--- src/rtl/tmtc_pkg.sv ---
// ----------------------------------------------------------------------------
// tmtc_pkg
// Shared widths, codes and types of the tempo map tick/time converter.
// ----------------------------------------------------------------------------
`default_nettype none

package tmtc_pkg;

	localparam int MAX_ENTRIES = 64;
	localparam int IDX_W       = $clog2(MAX_ENTRIES);
	localparam int CNT_W       = IDX_W + 1;
	localparam int TICK_W      = 32;
	localparam int TEMPO_W     = 24;
	localparam int TIME_W      = 48;
	localparam int TPB_W       = 15;
	localparam int FRAC_BITS   = 8;
	localparam int STATUS_W    = 3;
	localparam int REQ_W       = 2;
	localparam int ADDR_W      = 3;
	localparam int DATA_W      = 32;

	// divider: 64-bit dividend, 24-bit divisor, one quotient bit a cycle
	localparam int DIV_NUM_W = 64;
	localparam int DIV_DEN_W = 24;
	localparam int DIV_CNT_W = $clog2(DIV_NUM_W) + 1;

	localparam logic [TIME_W-1:0]  TIME_MAX = {TIME_W{1'b1}};
	localparam logic [TICK_W-1:0]  TICK_MAX = {TICK_W{1'b1}};

	localparam logic [TPB_W-1:0]   TPB_RESET    = TPB_W'(480);
	localparam logic [TEMPO_W-1:0] DTEMPO_RESET = TEMPO_W'(500000);

	// register index, taken from paddr[2]
	localparam logic REG_TPB    = 1'b0;
	localparam logic REG_DTEMPO = 1'b1;

	// request codes
	localparam logic [REQ_W-1:0] REQ_APPEND    = 2'd0;
	localparam logic [REQ_W-1:0] REQ_CLEAR     = 2'd1;
	localparam logic [REQ_W-1:0] REQ_TICK2TIME = 2'd2;
	localparam logic [REQ_W-1:0] REQ_TIME2TICK = 2'd3;

	// status codes
	localparam logic [STATUS_W-1:0] STS_OK         = 3'd0;
	localparam logic [STATUS_W-1:0] STS_FULL       = 3'd1;
	localparam logic [STATUS_W-1:0] STS_ORDER      = 3'd2;
	localparam logic [STATUS_W-1:0] STS_ZERO_TEMPO = 3'd3;
	localparam logic [STATUS_W-1:0] STS_SAT        = 3'd4;

	typedef enum logic [3:0] {
		S_IDLE,
		S_DISPATCH,
		S_RB_INIT,
		S_RB_RD,
		S_RB_LD,
		S_RB_WR,
		S_SCAN_INIT,
		S_SCAN,
		S_MUL,
		S_DIVGO,
		S_DIV,
		S_POST,
		S_DONE
	} fsm_t;

	typedef struct packed {
		logic [TICK_W-1:0]  tick;
		logic [TEMPO_W-1:0] tempo;
		logic [TIME_W-1:0]  start_time;
	} entry_t;

	typedef struct packed {
		logic                 start;
		logic [DIV_NUM_W-1:0] num;
		logic [DIV_DEN_W-1:0] den;
	} div_req_t;

	typedef struct packed {
		logic                 done;
		logic [DIV_NUM_W-1:0] quot;
	} div_rsp_t;

endpackage

`default_nettype wire

--- src/rtl/tmtc_div.sv ---
// ----------------------------------------------------------------------------
// tmtc_div
// Restoring unsigned divider, one quotient bit per cycle, done pulse at end.
// ----------------------------------------------------------------------------
`default_nettype none

module tmtc_div (
	input  wire logic              clk,
	input  wire logic              arst_n,
	input  wire tmtc_pkg::div_req_t req,
	output tmtc_pkg::div_rsp_t     rsp
);

	logic                                run_q;
	logic                                done_q;
	logic [tmtc_pkg::DIV_CNT_W-1:0]      cnt_q;
	logic [tmtc_pkg::DIV_NUM_W-1:0]      quot_q;
	logic [tmtc_pkg::DIV_DEN_W-1:0]      rem_q;
	logic [tmtc_pkg::DIV_DEN_W-1:0]      den_q;
	logic [tmtc_pkg::DIV_DEN_W:0]        trial;
	logic [tmtc_pkg::DIV_DEN_W:0]        diff;
	logic                                ge;

	assign trial = {rem_q, quot_q[tmtc_pkg::DIV_NUM_W-1]};
	assign diff  = trial - {1'b0, den_q};
	assign ge    = trial >= {1'b0, den_q};

	always_ff @(posedge clk or negedge arst_n) begin
		if (!arst_n) begin
			run_q  <= 1'b0;
			done_q <= 1'b0;
			cnt_q  <= '0;
		end else begin
			done_q <= 1'b0;
			if (req.start) begin
				run_q <= 1'b1;
				cnt_q <= tmtc_pkg::DIV_CNT_W'(tmtc_pkg::DIV_NUM_W);
			end else if (run_q) begin
				cnt_q <= cnt_q - tmtc_pkg::DIV_CNT_W'(1);
				if (cnt_q == tmtc_pkg::DIV_CNT_W'(1)) begin
					run_q  <= 1'b0;
					done_q <= 1'b1;
				end
			end
		end
	end

	always_ff @(posedge clk) begin
		if (req.start) begin
			quot_q <= req.num;
			rem_q  <= '0;
			den_q  <= req.den;
		end else if (run_q) begin
			// remainder stays below the divisor, so it fits its width
			rem_q  <= ge ? diff[tmtc_pkg::DIV_DEN_W-1:0] : trial[tmtc_pkg::DIV_DEN_W-1:0];
			quot_q <= {quot_q[tmtc_pkg::DIV_NUM_W-2:0], ge};
		end
	end

	assign rsp.done = done_q;
	assign rsp.quot = quot_q;

endmodule

`default_nettype wire

--- config.mk ---
export PLATFORM = sky130hd
export DESIGN_NAME = tmtc_div
export DESIGN_NICKNAME = d
export VERILOG_FILES = /design/src/rtl/tmtc_pkg.sv /design/src/rtl/tmtc_div.sv
export SDC_FILE = /design/constraint.sdc
export NUM_CORES = 1
export LEC_CHECK = 0
export BUFFER_PORTS_ARGS = -buffer_cell sky130_fd_sc_hd__buf_2
export CAP_MARGIN = 20
export CORE_ASPECT_RATIO = 2
export CORE_MARGIN = 1
export CORE_UTILIZATION = 45
export CTS_BUF_LIST = sky130_fd_sc_hd__clkbuf_2
export CTS_CLUSTER_DIAMETER = 200
export CTS_CLUSTER_SIZE = 10
export DETAILED_ROUTE_END_ITERATION = 16
export MAX_ROUTING_LAYER = met4
export PLACE_DENSITY = 0.68
export SLEW_MARGIN = 10
export SYNTH_ARGS = -nofsm -noshare
export SYNTH_HDL_FRONTEND = slang
export SYNTH_SLANG_ARGS = --single-unit
--- constraint.sdc ---
create_clock -name clk -period 6.45 [get_ports clk]
set_input_delay 0.9675 -clock clk [delete_from_list [all_inputs] [get_ports clk]]
set_output_delay 0.9675 -clock clk [all_outputs]
set_load 0.02 [all_outputs]
# Word level (Yosys, flattened, before mapping)
# Cells that the tools add are included.
[word_totals] regBits=121 elab_cells=22 out_inout_bits=65 inputBits=91
[op_classes] mux=11 n_lt_le_gt_ge=1 n_addsub=2 n_eq_ne=1 reduce_logical=1
[op_table] operator="64-bit 2-to-1 mux" count=2
[op_table] operator="25-bit by 24-bit greater-or-equal comparator with 1-bit output" count=1
[op_table] operator="24-bit 2-to-1 mux" count=1
[op_table] operator="24-bit subtractor" count=1
[op_table] operator="7-bit 2-to-1 mux" count=2
[op_table] operator="7-bit by 1-bit == test with 1-bit output, second input constant" count=1
[op_table] operator="7-bit by 1-bit subtractor with 7-bit output, second input constant" count=1
[op_table] operator="1-bit 2-to-1 mux" count=6
[op_table] operator="2-bit nonzero test" count=1

# Logic depth before layout (Yosys ltp)
[logic_depth] ltp_word=4 depth_mapped=14 ltp_nobuf=12

# Worst setup path before layout
# Ideal clock, no wire load.
[synth_path] kind="input -> register" from="input req[88] in the netlist's numbering" to="register quot_q[0] in the netlist's numbering (enable)" arrival_time_ns=3.132 stages=5 path_slack_ns=2.900 n_path_buf=3 path_cell_list="clkbuf_1 -> clkbuf_1 -> clkbuf_1 -> nor2_1 -> inv_1"
[synth_between] elab_chain_cells=1
[synth_lines] element="start: declaration" line_no="tmtc_div.sv:10" text="input wire tmtc_pkg::div_req_t req,"
[synth_lines] element="2-bit nonzero test (no source line)"
[synth_lines] element="end signal: assignment" line_no="tmtc_div.sv:50" text="quot_q <= req.num;"
[synth_lines] element="end signal: assignment" line_no="tmtc_div.sv:56" text="quot_q <= {quot_q[tmtc_pkg::DIV_NUM_W-2:0], ge};"
[synth_lines] element="end: declaration" line_no="tmtc_div.sv:17" text="logic [tmtc_pkg::DIV_NUM_W-1:0] quot_q;"
# No other way between the ends.
# A chain may end at the register's enable or synchronous reset.

# Worst setup path after layout
[layout_path] from="register den_q[9] in the netlist's numbering" to="register rem_q[9] in the netlist's numbering"
[layout_between] elab_chain_cells=2
[layout_lines] element="start: declaration" line_no="tmtc_div.sv:19" text="logic [tmtc_pkg::DIV_DEN_W-1:0] den_q;"
[layout_lines] element="start signal: assignment" line_no="tmtc_div.sv:52" text="den_q <= req.den;"
[layout_lines] element="24-bit subtractor or 25-bit by 24-bit greater-or-equal comparator with 1-bit output (tied branches)" line_no="tmtc_div.sv:25, tmtc_div.sv:26"
[layout_lines] element="24-bit 2-to-1 mux *" line_no="tmtc_div.sv:55" text="rem_q <= ge ? diff[tmtc_pkg::DIV_DEN_W-1:0] : trial[tmtc_pkg::DIV_DEN_W-1:0];"
[layout_lines] element="end signal: assignment" line_no="tmtc_div.sv:55"
[layout_lines] element="end: declaration" line_no="tmtc_div.sv:18" text="logic [tmtc_pkg::DIV_DEN_W-1:0] rem_q;"
# Mark *: on every way between the ends. The rest lies on a longest branch, timed or not.

==> summary.md <==
| Metric | Value |
|---|---|
| Yosys warning count | `0` |
| Initial antenna violation count | `1` |
| Root buf cell | `clkbuf_2` |
| Sequential Area | `0.00335 mm^2` |
| H-tree Lvls | `4` |
| Outcome | `completed` |
| CP Class | `reg2reg` |
| Post-synth ARST share | `0.0744` |
| Detail Route Antenna Nets | `0` |
| Seq/Total Area, Yosys | `0.541` |
| Die Ht | `168 um` |
| Largest net degree at the start of global routing | `74` |
| Vias per cell | `5.49` |
| Syn Nets | `636` |
| # IOs | `156` |
| Startpoint Class | `register` |
| Ys flop type | `edfxtp_1` |
| Distinct cells, synth | `59` |
| Cells after synthesis | `518` |
| Share of layout cells above drive strength 1 | `0.385` |
| TritonCTS clock tree | `yes` |
| Endpoints failing hold | `0` |
| Final Skew | `35.6 ps` |
| Synth-to-Final Area Change | `18.2%` |
| CP max stage cell | `nor2_1` |
| Initial Utilization | `0.461` |
| Mean routed wirelength per cell | `16.9 um` |
| FF+latch count, synth | `121` |
| Worst Path Max Fanout | `11` |
| Grt ovf | `0` |
| Clk Latency, worst-skew pair | `680 ps` |
| Slew Limit Fails | `0` |
| Setup bufs post-CTS | `0` |
| Post-Syn Area per Cell | `11.9 um^2` |
| CP arrival | `3960 ps` |
| Slew margin rel. | `0.346` |
| Chip width | `84.9 um` |
| Final nets | `788` |
| Number of global-route vias before repair | `4,739` |
| CP cell instances | `inv_1 > ha_1 > nand4_1 > a211oi_2 > nor3_2 > o31ai_4 > a21oi_4 > nor2_1 > buf_4 > nand2_1 > a311oi_1` |
| EDFF count, synth | `88` |
| Mapped Area | `0.00619 mm^2` |
| Fin area | `0.00731 mm^2` |
| HP Class | `in2async` |
| DR DRC count | `0` |
| Worst-Margin Slew | `956 ps` |
| Max-cap violation count | `0` |
| Fin crit share | `0.526` |
| Die footprint | `0.0143 mm^2` |
| Initial drt markers | `225` |
| Worst IR Drop VDD | `193 uV` |
| RSZ-0062 raised after global routing | `no` |
| Total negative slack | `0 ps` |
| F_max | `295 MHz` |
| Placed Area | `0.00706 mm^2` |
| DR vias | `4,607` |
| Post-CTS Resized | `0` |
| Reg2reg path depth | `11` |
| Site row count | `60` |
| Static leakage | `3.17 nW` |
| Core area | `0.0134 mm^2` |
| Dpl hpwl | `10,400 um` |
| Clock Path Buffers | `2` |
| Crit path capture type | `register` |
| Post-CTS Hold Buffers | `0` |
| CP peak stage delay | `610 ps` |
| CTS buffer count | `17` |
| Clk slew on worst S/H paths | `220 ps` |
| GPL Wtd Cong | `0.896` |
| Global-route wire length before repair | `22,400 um` |
| Worst endpoint required time | `7020 ps` |
| # fillers | `1,174` |
| First-pass DRT Iterations | `5` |
| P per Cell Area | `349 mW/mm^2` |
| Post-Route WL | `14,200 um` |
| Clock sink count | `121` |
| GRT Total Usage | `0.210` |
| Area taken by multi-input logic gates | `0.00259 mm^2` |
| Tmin final | `3400 ps` |
| Final setup vio count | `0` |
| Port-buffer cells | `155` |
-- power by group --
group          internal (mW)  switching, mW
Combinational          0.400          0.549
Sequential             0.992         0.0964
Clock                  0.186          0.329
Total                   1.58          0.975
-- per-layer routing --
| metal | vias to the layer above | GRT usage | part of all wire |
|---|---|---|---|
| li1 | 2227 | - | - |
| met1 | 2209 | 0.213 | 0.36 |
| met2 | 151 | 0.379 | 0.56 |
| met3 | 20 | 0.0480 | 0.051 |
| met4 | 0 | 0.0914 | 0.023 |
| met5 | - | - | 0 |
-- worst paths after layout --
kind	startpoint	endpoint	slack (ps)
max	den_q[9]	rem_q[9]	3050
min	arst_n	cnt_q[0]	90
max reg2reg	den_q[9]	rem_q[9]	3050
min reg2reg	rem_q[9]	rem_q[10]	510
max in group asynchronous	arst_n	cnt_q[1]	6160
min in group clk	req[22]	den_q[22]	450
-- logic make-up after synthesis --
group / count (synthesis) / synth area share
AO/OA/AOI/OAI: 95 / 0.115
flip-flops: 121 / 0.541
adder cells (fa/ha/maj): 27 / 0.0558
multiplexers: 63 / 0.115
AND/OR/NAND/NOR: 131 / 0.100
XOR/XNOR: 23 / 0.0325
buffers and inverters: 58 / 0.0402
-- worst max-delay path: cells and delay by family (launching register included) --
family          cells  cell delay [ps]
compound gates      4             1110
fa+ha+maj           1              460
buf+inv             2              360
flops               1              380
simple gates        4              980
-- Yosys cell counts, drive strengths merged, types with 3 or more instances --
cell type   n  area share
a211oi      6      0.0081
a21o        9       0.011
a21oi      20       0.018
a311oi     17       0.025
a31oi       4      0.0040
and3        6      0.0061
buf         9       0.011
clkbuf     17       0.010
dfrtp       9       0.036
dfxtp      24       0.078
edfxtp     88        0.43
ha         26       0.053
inv        32       0.019
mux2       63        0.11
nand2      42       0.025
nand2b      3      0.0030
nand3       6      0.0057
nand4       3      0.0030
nor2       38       0.023
nor2b       3      0.0030
nor3       14       0.012
o21a        6      0.0073
o21ai      10      0.0081
o21bai      7       0.010
xnor2      18       0.025
xor2        5      0.0071
-- layout by cell type, fill, tap and decap left out, types with 3 or more instances in the layout --
master,synthesis,routed
a21o_1,9,9
nand4_1,3,3
dfxtp_1,24,24
nor2_1,38,38
nor2b_1,3,3
o21bai_1,6,6
xnor2_1,18,18
inv_1,32,31
o21ai_0,10,10
nand2_1,42,42
nand3_1,5,5
xor2_1,5,5
buf_2,4,154
a21oi_1,19,19
dfrtp_1,9,9
ha_1,26,26
nand2b_1,3,3
buf_4,1,5
inv_6,0,6
and3_1,6,6
nor3_1,13,13
a211oi_1,5,5
clkinvlp_4,0,3
o21a_1,6,6
a31oi_1,4,4
edfxtp_1,88,88
clkbuf_2,0,17
mux2_2,63,63
a311oi_1,16,16
-- per-stage QoR --
stage / total power [mW] / setup WS, ps / util / hold slack [ps] / instances
after floorplan: 1.82 / 2900 / - / 464 / 518
after global placement: 2.03 / 3170 / 0.526 / 483 / 806
after detailed placement: 2.05 / 3130 / 0.526 / 493 / 806
after CTS: 2.57 / 3060 / 0.544 / 40.5 / 838
after global routing: 2.71 / 2830 / 0.544 / 18.3 / 839
final: 2.55 / 3050 / 0.544 / 94.4 / 839
-- state kept, by name, indices dropped and copies added (netlist names) --
| register | count |
|---|---|
| done_q | 1 |
| den_q | 24 |
| rem_q | 24 |
| quot_q | 64 |
| run_q | 1 |
| cnt_q | 7 |
-- cell type report --
type	instances	area share
Antenna cell	1	0.000342
Clock buffer	17	0.0116
Clock inverter	15	0.0224
Inverter	32	0.0164
Multi-Input combinational cell	339	0.354
Sequential cell	121	0.458
Tap cell	155	0.0265
Timing Repair Buffer	159	0.111
Power figures use the tool's default switching activity.
